--- src/design/hsvc_pkg.sv ---
// hsvc_pkg: shared types and constants for the hsv to rgb converter pipeline
// no dependencies; imported by every module of the design
package hsvc_pkg;

   localparam int PCT_W    = 7;
   localparam int HUE_W    = 9;
   localparam int FRAC_W   = 10;
   localparam int REM_W    = 6;
   localparam int K_W      = 16;
   localparam int SX_W     = PCT_W + FRAC_W;
   localparam int PROD_W   = 23;
   localparam int SCALED_W = 31;
   localparam int NUM_W    = 24;
   localparam int RECIP_W  = 25;
   localparam int FULL_W   = NUM_W + RECIP_W;
   localparam int COL_W    = 8;
   localparam int PRE_SHIFT   = 7;
   localparam int RECIP_SHIFT = 40;
   localparam int SECTOR_SPAN = 60;
   localparam int NUM_CH      = 4;
   localparam int NUM_K       = 3;

   localparam logic [PCT_W-1:0]   PERCENT_MAX = 7'd100;
   localparam logic [HUE_W-1:0]   HUE_LIMIT   = 9'd360;
   localparam logic [FRAC_W-1:0]  FRAC_ONE    = 10'd600;
   localparam logic [FRAC_W-1:0]  CLAMP_FRAC  = 10'd594;
   localparam logic [K_W-1:0]     UNIT_K      = 16'd60000;
   // ceil(2^40 / 46875); 6000000 = 128 * 46875
   localparam logic [RECIP_W-1:0] RECIP       = 25'd23456249;

   // factor indices: 1-s, 1-s*f, 1-s*(1-f)
   localparam logic [1:0] KI_ONE = 2'd0;
   localparam logic [1:0] KI_F   = 2'd1;
   localparam logic [1:0] KI_INV = 2'd2;

   // channel indices: v, v(1-s), v(1-s*f), v(1-s*(1-f))
   localparam logic [1:0] CH_V   = 2'd0;
   localparam logic [1:0] CH_ONE = 2'd1;
   localparam logic [1:0] CH_F   = 2'd2;
   localparam logic [1:0] CH_INV = 2'd3;

   typedef enum logic [2:0] {
      SEC_RED_YELLOW    = 3'd0,
      SEC_YELLOW_GREEN  = 3'd1,
      SEC_GREEN_CYAN    = 3'd2,
      SEC_CYAN_BLUE     = 3'd3,
      SEC_BLUE_MAGENTA  = 3'd4,
      SEC_MAGENTA_RED   = 3'd5
   } sector_type;

   typedef struct packed {
      sector_type        sector;
      logic [FRAC_W-1:0] frac;
      logic [PCT_W-1:0]  sat;
      logic [PCT_W-1:0]  val;
   } decode_type;

   typedef struct packed {
      sector_type                  sector;
      logic [PCT_W-1:0]            val;
      logic [NUM_K-1:0][K_W-1:0]   k;
   } factor_type;

   typedef struct packed {
      sector_type                     sector;
      logic [NUM_CH-1:0][PROD_W-1:0]  prod;
   } prod_type;

endpackage

--- src/design/hsvc_sector.sv ---
// hsvc_sector: first stage, clamps saturation and value, splits hue into sector and fraction
// depends on hsvc_pkg
module hsvc_sector
   import hsvc_pkg::*;
(
   input  logic             clock,
   input  logic             reset,
   input  logic             in_valid,
   input  logic [HUE_W-1:0] hue,
   input  logic [PCT_W-1:0] saturation,
   input  logic [PCT_W-1:0] brightness,
   output logic             out_valid,
   output decode_type       out_data
);

   logic             valid_ff;
   decode_type       data_ff;
   decode_type       data_in;
   logic [HUE_W-1:0] base;
   logic [REM_W-1:0] rem;

   always_comb begin
      data_in.sat = (saturation > PERCENT_MAX) ? PERCENT_MAX : saturation;
      data_in.val = (brightness > PERCENT_MAX) ? PERCENT_MAX : brightness;
      base = '0;
      data_in.sector = SEC_RED_YELLOW;
      priority if (hue < HUE_W'(SECTOR_SPAN)) begin
         data_in.sector = SEC_RED_YELLOW;
         base = '0;
      end else if (hue < HUE_W'(SECTOR_SPAN * 2)) begin
         data_in.sector = SEC_YELLOW_GREEN;
         base = HUE_W'(SECTOR_SPAN);
      end else if (hue < HUE_W'(SECTOR_SPAN * 3)) begin
         data_in.sector = SEC_GREEN_CYAN;
         base = HUE_W'(SECTOR_SPAN * 2);
      end else if (hue < HUE_W'(SECTOR_SPAN * 4)) begin
         data_in.sector = SEC_CYAN_BLUE;
         base = HUE_W'(SECTOR_SPAN * 3);
      end else if (hue < HUE_W'(SECTOR_SPAN * 5)) begin
         data_in.sector = SEC_BLUE_MAGENTA;
         base = HUE_W'(SECTOR_SPAN * 4);
      end else begin
         data_in.sector = SEC_MAGENTA_RED;
         base = HUE_W'(SECTOR_SPAN * 5);
      end
      rem = REM_W'(hue - base);
      // fraction in 1/600 units: rem * 10
      if (hue >= HUE_LIMIT) begin
         data_in.frac = CLAMP_FRAC;
      end else begin
         data_in.frac = FRAC_W'({rem, 3'b000}) + FRAC_W'({rem, 1'b0});
      end
   end

   always_ff @(posedge clock) begin
      if (reset) begin
         valid_ff <= 1'b0;
      end else begin
         valid_ff <= in_valid;
      end
   end

   always_ff @(posedge clock) begin
      data_ff <= data_in;
   end

   assign out_valid = valid_ff;
   assign out_data  = data_ff;

endmodule

--- src/design/hsvc_factor.sv ---
// hsvc_factor: second and third stages, channel factors k = 60000 - s*x, then v*k
// depends on hsvc_pkg
module hsvc_factor
   import hsvc_pkg::*;
(
   input  logic       clock,
   input  logic       reset,
   input  logic       in_valid,
   input  decode_type in_data,
   output logic       out_valid,
   output prod_type   out_data
);

   logic       fvalid_ff;
   factor_type factor_ff;
   factor_type factor_in;
   logic       pvalid_ff;
   prod_type   prod_ff;
   prod_type   prod_in;
   logic [SX_W-1:0] sx_one;
   logic [SX_W-1:0] sx_f;
   logic [SX_W-1:0] sx_inv;

   // stage two: saturation times each fraction
   always_comb begin
      sx_one = SX_W'(in_data.sat) * SX_W'(FRAC_ONE);
      sx_f   = SX_W'(in_data.sat) * SX_W'(in_data.frac);
      sx_inv = SX_W'(in_data.sat) * SX_W'(FRAC_ONE - in_data.frac);
      factor_in.sector    = in_data.sector;
      factor_in.val       = in_data.val;
      factor_in.k[KI_ONE] = UNIT_K - sx_one[K_W-1:0];
      factor_in.k[KI_F]   = UNIT_K - sx_f[K_W-1:0];
      factor_in.k[KI_INV] = UNIT_K - sx_inv[K_W-1:0];
   end

   // stage three: value times factor
   always_comb begin
      prod_in.sector       = factor_ff.sector;
      prod_in.prod[CH_V]   = PROD_W'(factor_ff.val) * PROD_W'(UNIT_K);
      prod_in.prod[CH_ONE] = PROD_W'(factor_ff.val) * PROD_W'(factor_ff.k[KI_ONE]);
      prod_in.prod[CH_F]   = PROD_W'(factor_ff.val) * PROD_W'(factor_ff.k[KI_F]);
      prod_in.prod[CH_INV] = PROD_W'(factor_ff.val) * PROD_W'(factor_ff.k[KI_INV]);
   end

   always_ff @(posedge clock) begin
      if (reset) begin
         fvalid_ff <= 1'b0;
         pvalid_ff <= 1'b0;
      end else begin
         fvalid_ff <= in_valid;
         pvalid_ff <= fvalid_ff;
      end
   end

   always_ff @(posedge clock) begin
      factor_ff <= factor_in;
      prod_ff   <= prod_in;
   end

   assign out_valid = pvalid_ff;
   assign out_data  = prod_ff;

endmodule

--- src/design/hsvc_scale.sv ---
// hsvc_scale: fourth and fifth stages, scale by 255/6000000 with exact floor, then sector select
// depends on hsvc_pkg
module hsvc_scale
   import hsvc_pkg::*;
(
   input  logic             clock,
   input  logic             reset,
   input  logic             in_valid,
   input  prod_type         in_data,
   output logic             out_valid,
   output logic [COL_W-1:0] red,
   output logic [COL_W-1:0] green,
   output logic [COL_W-1:0] blue
);

   logic                          nvalid_ff;
   sector_type                    sector_ff;
   logic [NUM_CH-1:0][NUM_W-1:0]  num_ff;
   logic [NUM_CH-1:0][NUM_W-1:0]  num_in;
   logic [NUM_CH-1:0][SCALED_W-1:0] scaled;
   logic [NUM_CH-1:0][FULL_W-1:0] full;
   logic [NUM_CH-1:0][COL_W-1:0]  chan;
   logic                          valid_ff;
   logic [COL_W-1:0]              red_ff;
   logic [COL_W-1:0]              green_ff;
   logic [COL_W-1:0]              blue_ff;
   logic [COL_W-1:0]              red_in;
   logic [COL_W-1:0]              green_in;
   logic [COL_W-1:0]              blue_in;

   // stage four: p * 255, dropping the power-of-two part of the divisor
   always_comb begin
      for (int i = 0; i < NUM_CH; i++) begin
         scaled[i] = SCALED_W'({in_data.prod[i], 8'h00}) - SCALED_W'(in_data.prod[i]);
         num_in[i] = scaled[i][SCALED_W-1:PRE_SHIFT];
      end
   end

   // stage five: reciprocal multiply by 1/46875 is exact over the range, then select
   always_comb begin
      for (int i = 0; i < NUM_CH; i++) begin
         full[i] = FULL_W'(num_ff[i]) * FULL_W'(RECIP);
         chan[i] = full[i][RECIP_SHIFT +: COL_W];
      end
      red_in   = chan[CH_V];
      green_in = chan[CH_INV];
      blue_in  = chan[CH_ONE];
      unique case (sector_ff)
         SEC_RED_YELLOW: begin
            red_in = chan[CH_V];   green_in = chan[CH_INV]; blue_in = chan[CH_ONE];
         end
         SEC_YELLOW_GREEN: begin
            red_in = chan[CH_F];   green_in = chan[CH_V];   blue_in = chan[CH_ONE];
         end
         SEC_GREEN_CYAN: begin
            red_in = chan[CH_ONE]; green_in = chan[CH_V];   blue_in = chan[CH_INV];
         end
         SEC_CYAN_BLUE: begin
            red_in = chan[CH_ONE]; green_in = chan[CH_F];   blue_in = chan[CH_V];
         end
         SEC_BLUE_MAGENTA: begin
            red_in = chan[CH_INV]; green_in = chan[CH_ONE]; blue_in = chan[CH_V];
         end
         default: begin
            red_in = chan[CH_V];   green_in = chan[CH_ONE]; blue_in = chan[CH_F];
         end
      endcase
   end

   always_ff @(posedge clock) begin
      if (reset) begin
         nvalid_ff <= 1'b0;
         valid_ff  <= 1'b0;
      end else begin
         nvalid_ff <= in_valid;
         valid_ff  <= nvalid_ff;
      end
   end

   always_ff @(posedge clock) begin
      sector_ff <= in_data.sector;
      num_ff    <= num_in;
      red_ff    <= red_in;
      green_ff  <= green_in;
      blue_ff   <= blue_in;
   end

   assign out_valid = valid_ff;
   assign red       = red_ff;
   assign green     = green_ff;
   assign blue      = blue_ff;

endmodule

--- src/design/hsv_to_rgb_converter.sv ---
// hsv_to_rgb_converter: top level, five-stage hsv to rgb colour pipeline
// depends on hsvc_pkg, hsvc_sector, hsvc_factor, hsvc_scale
//
//   channel   ports                                   handshake
//   request   req_hue, req_saturation, req_brightness start high, busy low
//   response  rsp_red, rsp_green, rsp_blue            rsp_valid for one cycle
//
// one transaction per clock; each result passes in order through the decode,
// factor multiply, value multiply, scale and reciprocal multiply stages
// busy is high only during reset; reset clears all pipeline valid bits
// the pipeline never stalls and the receiver takes every result
module hsv_to_rgb_converter
   import hsvc_pkg::*;
(
   input  logic             clock,
   input  logic             reset,
   input  logic             start,
   output logic             busy,
   input  logic [HUE_W-1:0] req_hue,
   input  logic [PCT_W-1:0] req_saturation,
   input  logic [PCT_W-1:0] req_brightness,
   output logic             rsp_valid,
   output logic [COL_W-1:0] rsp_red,
   output logic [COL_W-1:0] rsp_green,
   output logic [COL_W-1:0] rsp_blue
);

   logic       accept;
   logic       dec_valid;
   decode_type dec_data;
   logic       prod_valid;
   prod_type   prod_data;

   assign busy   = reset;
   assign accept = start & ~busy;

   hsvc_sector u_sector (
      .clock      (clock),
      .reset      (reset),
      .in_valid   (accept),
      .hue        (req_hue),
      .saturation (req_saturation),
      .brightness (req_brightness),
      .out_valid  (dec_valid),
      .out_data   (dec_data)
   );

   hsvc_factor u_factor (
      .clock     (clock),
      .reset     (reset),
      .in_valid  (dec_valid),
      .in_data   (dec_data),
      .out_valid (prod_valid),
      .out_data  (prod_data)
   );

   hsvc_scale u_scale (
      .clock     (clock),
      .reset     (reset),
      .in_valid  (prod_valid),
      .in_data   (prod_data),
      .out_valid (rsp_valid),
      .red       (rsp_red),
      .green     (rsp_green),
      .blue      (rsp_blue)
   );

endmodule

--- config.mk ---
export PLATFORM = sky130hd
export DESIGN_NAME = hsv_to_rgb_converter
export DESIGN_NICKNAME = d
export VERILOG_FILES = /design/src/design/hsvc_pkg.sv /design/src/design/hsvc_sector.sv /design/src/design/hsvc_factor.sv /design/src/design/hsvc_scale.sv /design/src/design/hsv_to_rgb_converter.sv
export SDC_FILE = /design/constraint.sdc
export NUM_CORES = 2
export LEC_CHECK = 0
export BUFFER_PORTS_ARGS = -buffer_cell sky130_fd_sc_hd__buf_4
export CAP_MARGIN = 20
export CORE_MARGIN = 4
export CORE_UTILIZATION = 60
export DETAILED_ROUTE_END_ITERATION = 10
export PLACE_DENSITY = 0.8
export RECOVER_POWER = 50
export SYNTH_ARGS = -nofsm -noshare
export SYNTH_HDL_FRONTEND = slang
export SYNTH_SLANG_ARGS = --single-unit
--- constraint.sdc ---
create_clock -name clock -period 9.1 [get_ports clock]
set_input_delay 1.82 -clock clock [delete_from_list [all_inputs] [get_ports clock]]
set_output_delay 1.82 -clock clock [all_outputs]
set_load 0.005 [all_outputs]
==> results list <==
- Data on the critical path is required at its endpoint by 9.62 ns.
- Critical Path, Cell by Cell: inv_1, fa_1, fa_1, fa_1, inv_1, fa_1, fa_1, fa_1, inv_1, fa_1, inv_1, ha_1, nand2_1, or3_1, o311ai_0, o21ai_0, o21bai_1, xor2_1, nand2_1, o221ai_1, o21a_1
- CTS Buf Count: 39
- Number of global-route vias before repair: 51,375
- The most used flip-flop cell after synthesis is sky130_fd_sc_hd__dfxtp_1.
- Placeable core region: around 0.11 mm2
- At the worst endpoint, the arrival time is 8.44 ns.
- Final Util: 0.633
- The worst setup path is launched from a flip-flop.
- Setup repair after global routing left no endpoint under its margin.
* Top routing layer in use: met5
* Sum of overflow across all layers after global routing: 0
- Of the synthesized area, sequential elements account for 0.0856.
- Ranked by total cell area, the synthesized netlist is headed by sky130_fd_sc_hd__fa_1 (37%), sky130_fd_sc_hd__ha_1 (24%), sky130_fd_sc_hd__inv_1 (11%), sky130_fd_sc_hd__dfxtp_1 (8.6%), sky130_fd_sc_hd__xnor2_1 (2.4%).
- Clock transition at path regs: 0.06 ns
- Post-route minimum period: 7.93 ns
- Non-filler instance count after layout: 8,618
* DRC: 0
- Buffers placed on the I/O ports in this run total 51.
* Source of the critical timing path: u_scale.num_ff[61]$_DFF_P_
* Most Frequent Cell on Critical Path: sky130_fd_sc_hd__fa_1
- Largest stage delay on the critical path: 0.68 ns
- Count of H-tree levels built during CTS: 2
* # IOs: 52
* Antenna violations before repair: 3
- Of the post-synthesis cell area, the dominant cell type holds 0.373.
* Sum of negative setup slack: 0 ns
- The initialized floorplan defines 123 standard-cell rows.
* Fin crit share: 0.871
- FF-to-FF Start: u_scale.num_ff[61]$_DFF_P_
- CTS Hold Buffers Added: 0
- The detail route stage leaves a number of antenna-violating nets equal to 0.
- Counting every net in the synthesized netlist gives a little under 10,000.
- CTS tree: yes
- Hold Path Origin: u_sector.out_data[4]$_SDFF_PN0_
- The critical path contains buffers and inverters numbering 4 combined.
- Wire segments on met3 add up to 11,400 um in the final route.
* Post-cts sizing count: 0
- Total vias in the final route: 47,353
- Critical path capture point type: flip-flop
* Maximum fanout along the worst path: 7
- GR Util All Layers: 0.284
- The clock arrives with between 0.03 and 0.04 ns of skew.
- In this run the mean area of a mapped cell was 9.61 um2.
- In the detailed route, the total length drawn on met2 is between 70,000 and 80,000 um.
- Final-stage net count: 9,661
* Relative slew slack: -0.652
* Synth async-reset ratio: 0
* Number of warning messages in the yosys log: 0
- In this run the clock root is driven by a sky130_fd_sc_hd__clkbuf_16.
* Die Y-Extent: 344 um
- No sink is reached through more buffers than the 3 on the longest clock path.
* Transition time at the pin with the least slew margin: 2.48 ns
- Summed over all nets, the half-perimeter wirelength after detailed placement is 144,000 um.
- Violations in the final reports: max-capacitance violations, max-slew violations
* Yosys reg bits: 290
- The run finished, with violations left.
* Pin count of the biggest net entering global routing: 49
- The number of slew-limit violations in the final report came to 48.
- Final hold violations: 0
* Initial Utilization: 0.604
- The tool flagged a number of max-cap violations equal to 1.
- For this run, the detailed router's first-pass iteration total came to 6.
* Number of synthesized flops with an enable pin: 0
- In the final layout, the share of cells above drive strength 1 is 0.0233.
* Global-route wire length before repair: 267,000 um
* Vias per inst: 5.49
- DIE AREA: ~0.12 mm2
- Largest delay contributor family on the critical path: adder cells
- Counting tap cells, the placed design contains a total of ~8,500 instances.
- Timing-limited maximum frequency: 0.126 GHz
* Post-CTS Setup Bufs: 0
* Met1 routed wirelength after detailed routing: 70,100 um
- Setup violations remaining at the end of the flow were counted as 0.
- The synthesized netlist occupies a cell area of 0.0678 mm2.
- Among all stages on the critical path, the largest delay is contributed by sky130_fd_sc_hd__dfxtp_1.
- Number of fill cells: 9,079
- Floorplan die width: 344 um
* Number of clock sinks seen by CTS: 290
* Synthesized netlist cell count: between 7,000 and 8,000
- Clock insertion delay at the later pin of the skew report: 0.58 ns
* Detailed Route Iter0 Violations: 3,307
- Counting distinct cell types in the post-synthesis netlist gives 83.
- The final layout contains routed wiring with a total length of between 150,000 and 200,000 um.
* Class of the worst hold path: flip-flop to flip-flop
* Area added between synthesis and finish: 4.95%
* Final estimated routing congestion in global placement: 1.01
- Average detailed-routed wire length per instance: ~19 um
* Synth area leader: sky130_fd_sc_hd__fa_1
* Critical path start-end classification: flip-flop to flip-flop
-- placed cells by master, fill, tap and decap left out, types with 9 or more instances in the layout --
| master | netlist | final |
|---|---|---|
| sky130_fd_sc_hd__o21ai_0 | 162 | 164 |
| sky130_fd_sc_hd__nor3_1 | 57 | 57 |
| sky130_fd_sc_hd__a21o_1 | 100 | 100 |
| sky130_fd_sc_hd__xor2_1 | 84 | 84 |
| sky130_fd_sc_hd__o21bai_1 | 21 | 21 |
| sky130_fd_sc_hd__clkbuf_16 | 0 | 41 |
| sky130_fd_sc_hd__and2_1 | 173 | 162 |
| sky130_fd_sc_hd__nor2b_1 | 62 | 62 |
| sky130_fd_sc_hd__nor2_1 | 227 | 227 |
| sky130_fd_sc_hd__nor4_1 | 18 | 18 |
| sky130_fd_sc_hd__inv_1 | 1972 | 1972 |
| sky130_fd_sc_hd__dfxtp_1 | 290 | 284 |
| sky130_fd_sc_hd__xnor2_1 | 183 | 183 |
| sky130_fd_sc_hd__a211oi_1 | 35 | 35 |
| sky130_fd_sc_hd__ha_1 | 1283 | 1283 |
| sky130_fd_sc_hd__buf_4 | 1 | 31 |
| sky130_fd_sc_hd__nand2b_1 | 28 | 28 |
| sky130_fd_sc_hd__and3_1 | 24 | 24 |
| sky130_fd_sc_hd__and2_0 | 0 | 11 |
| sky130_fd_sc_hd__fa_1 | 1264 | 1264 |
| sky130_fd_sc_hd__a31oi_1 | 23 | 23 |
| sky130_fd_sc_hd__o21a_1 | 30 | 30 |
| sky130_fd_sc_hd__clkbuf_4 | 0 | 22 |
| sky130_fd_sc_hd__or2_2 | 20 | 20 |
| sky130_fd_sc_hd__o211ai_1 | 29 | 29 |
| sky130_fd_sc_hd__a21boi_0 | 16 | 16 |
| sky130_fd_sc_hd__a211o_1 | 14 | 14 |
| sky130_fd_sc_hd__nand3_1 | 50 | 50 |
| sky130_fd_sc_hd__a21oi_1 | 222 | 222 |
| sky130_fd_sc_hd__nand4_1 | 32 | 32 |
| sky130_fd_sc_hd__nand2_1 | 380 | 380 |
| sky130_fd_sc_hd__o2111ai_1 | 9 | 9 |
| sky130_fd_sc_hd__clkbuf_1 | 65 | 15 |
| sky130_fd_sc_hd__or3_1 | 14 | 14 |
-- through the flow --
step | hold WS [ns] | cell area (um2) | setup slack [ns]
2_1_floorplan | 0.310 | 67800 | 2.27
3_3_place_gp | 0.311 | 69800 | 1.31
3_5_place_dp | 0.313 | 69800 | 1.22
4_1_cts | 0.325 | 71200 | 1.15
5_1_grt | 0.328 | 71200 | 0.750
6_report | 0.323 | 71200 | 1.17
-- worst paths after layout --
check,cells past startpoint,slack [ns],end
worst max-delay path,21,1.17,u_scale.red[2]$_DFF_P_
worst min-delay path,0,0.32,u_factor.factor_ff[52]$_DFF_P_
worst max register to register,21,1.17,u_scale.red[2]$_DFF_P_
worst min register to register,0,0.32,u_factor.factor_ff[52]$_DFF_P_
-- synthesized netlist by cell type, types with 23 or more instances --
| library cell | number |
|---|---|
| sky130_fd_sc_hd__fa_1 | 1264 |
| sky130_fd_sc_hd__o211ai_1 | 29 |
| sky130_fd_sc_hd__a211oi_1 | 35 |
| sky130_fd_sc_hd__nand3_1 | 50 |
| sky130_fd_sc_hd__dfxtp_1 | 290 |
| sky130_fd_sc_hd__nand2b_1 | 28 |
| sky130_fd_sc_hd__ha_1 | 1283 |
| sky130_fd_sc_hd__a31oi_1 | 23 |
| sky130_fd_sc_hd__o21ai_0 | 162 |
| sky130_fd_sc_hd__nand2_1 | 380 |
| sky130_fd_sc_hd__inv_1 | 1972 |
| sky130_fd_sc_hd__and2_1 | 173 |
| sky130_fd_sc_hd__xnor2_1 | 183 |
| sky130_fd_sc_hd__xor2_1 | 84 |
| sky130_fd_sc_hd__a21o_1 | 100 |
| sky130_fd_sc_hd__and3_1 | 24 |
| sky130_fd_sc_hd__clkbuf_1 | 65 |
| sky130_fd_sc_hd__o21a_1 | 30 |
| sky130_fd_sc_hd__a21oi_1 | 222 |
| sky130_fd_sc_hd__nor2b_1 | 62 |
| sky130_fd_sc_hd__nand4_1 | 32 |
| sky130_fd_sc_hd__nor3_1 | 57 |
| sky130_fd_sc_hd__nor2_1 | 227 |
-- sequential cells by signal, summed over array words and instances (netlist names) --
| name | count |
|---|---|
| u_scale.blue | 8 |
| u_scale.sector_ff | 3 |
| u_sector.out_data | 26 |
| u_scale.green | 8 |
| u_scale.red | 8 |
| u_factor.fvalid_ff | 1 |
| u_sector.out_valid | 1 |
| u_factor.out_valid | 1 |
| u_scale.nvalid_ff | 1 |
| u_scale.num_ff | 96 |
| u_factor.out_data | 84 |
| u_scale.out_valid | 1 |
| u_factor.factor_ff | 52 |
-- kinds of logic (layout without fill, tap and decap cells) --
family | after synthesis | after routing | synth area share
XOR/XNOR | 267 | 267 | 0.0345
multiplexers | 8 | 8 | 0.00122
AO/OA/AOI/OAI | 766 | 766 | 0.0728
other | 0 | 1 | 0
adder cells (fa/ha/maj) | 2547 | 2547 | 0.610
AND/OR/NAND/NOR | 1129 | 1129 | 0.0815
flip-flops | 290 | 290 | 0.0856
buffers and inverters | 2048 | 2110 | 0.114
-- cell type report --
class / count / area, um2 / area share
Inverter: 1974 / 7410 / 0.104
Sequential cell: 290 / 5810 / 0.0817
Clock inverter: 19 / 260 / 0.00366
Antenna cell: 1 / 2.50 / 0.0000352
Multi-Input combinational cell: 4717 / 54200 / 0.762
Timing Repair Buffer: 66 / 447 / 0.00628
Tap cell: 1500 / 1880 / 0.0264
Clock buffer: 51 / 1130 / 0.0159
-- worst register-to-register path: cells and delay by family, from the launching register on --
family | cells | cell delay, ns
flops | 1 | 0.68
buf+inv | 4 | 0.40
simple gates | 3 | 0.59
compound gates | 5 | 1.59
xor+xnor | 1 | 0.50
fa+ha+maj | 8 | 4.09
-- metal layers --
| metal | up-vias | track usage |
|---|---|---|
| li1 | 21980 | - |
| met5 | - | 0 |
| met2 | 1512 | 0.472 |
| met3 | 290 | 0.0430 |
| met4 | 2 | 0.0787 |
| met1 | 23569 | 0.390 |
Power is left out: the tool's default activity adds up to more than one toggle a clock period on the data nets, which glitch-free logic cannot reach.
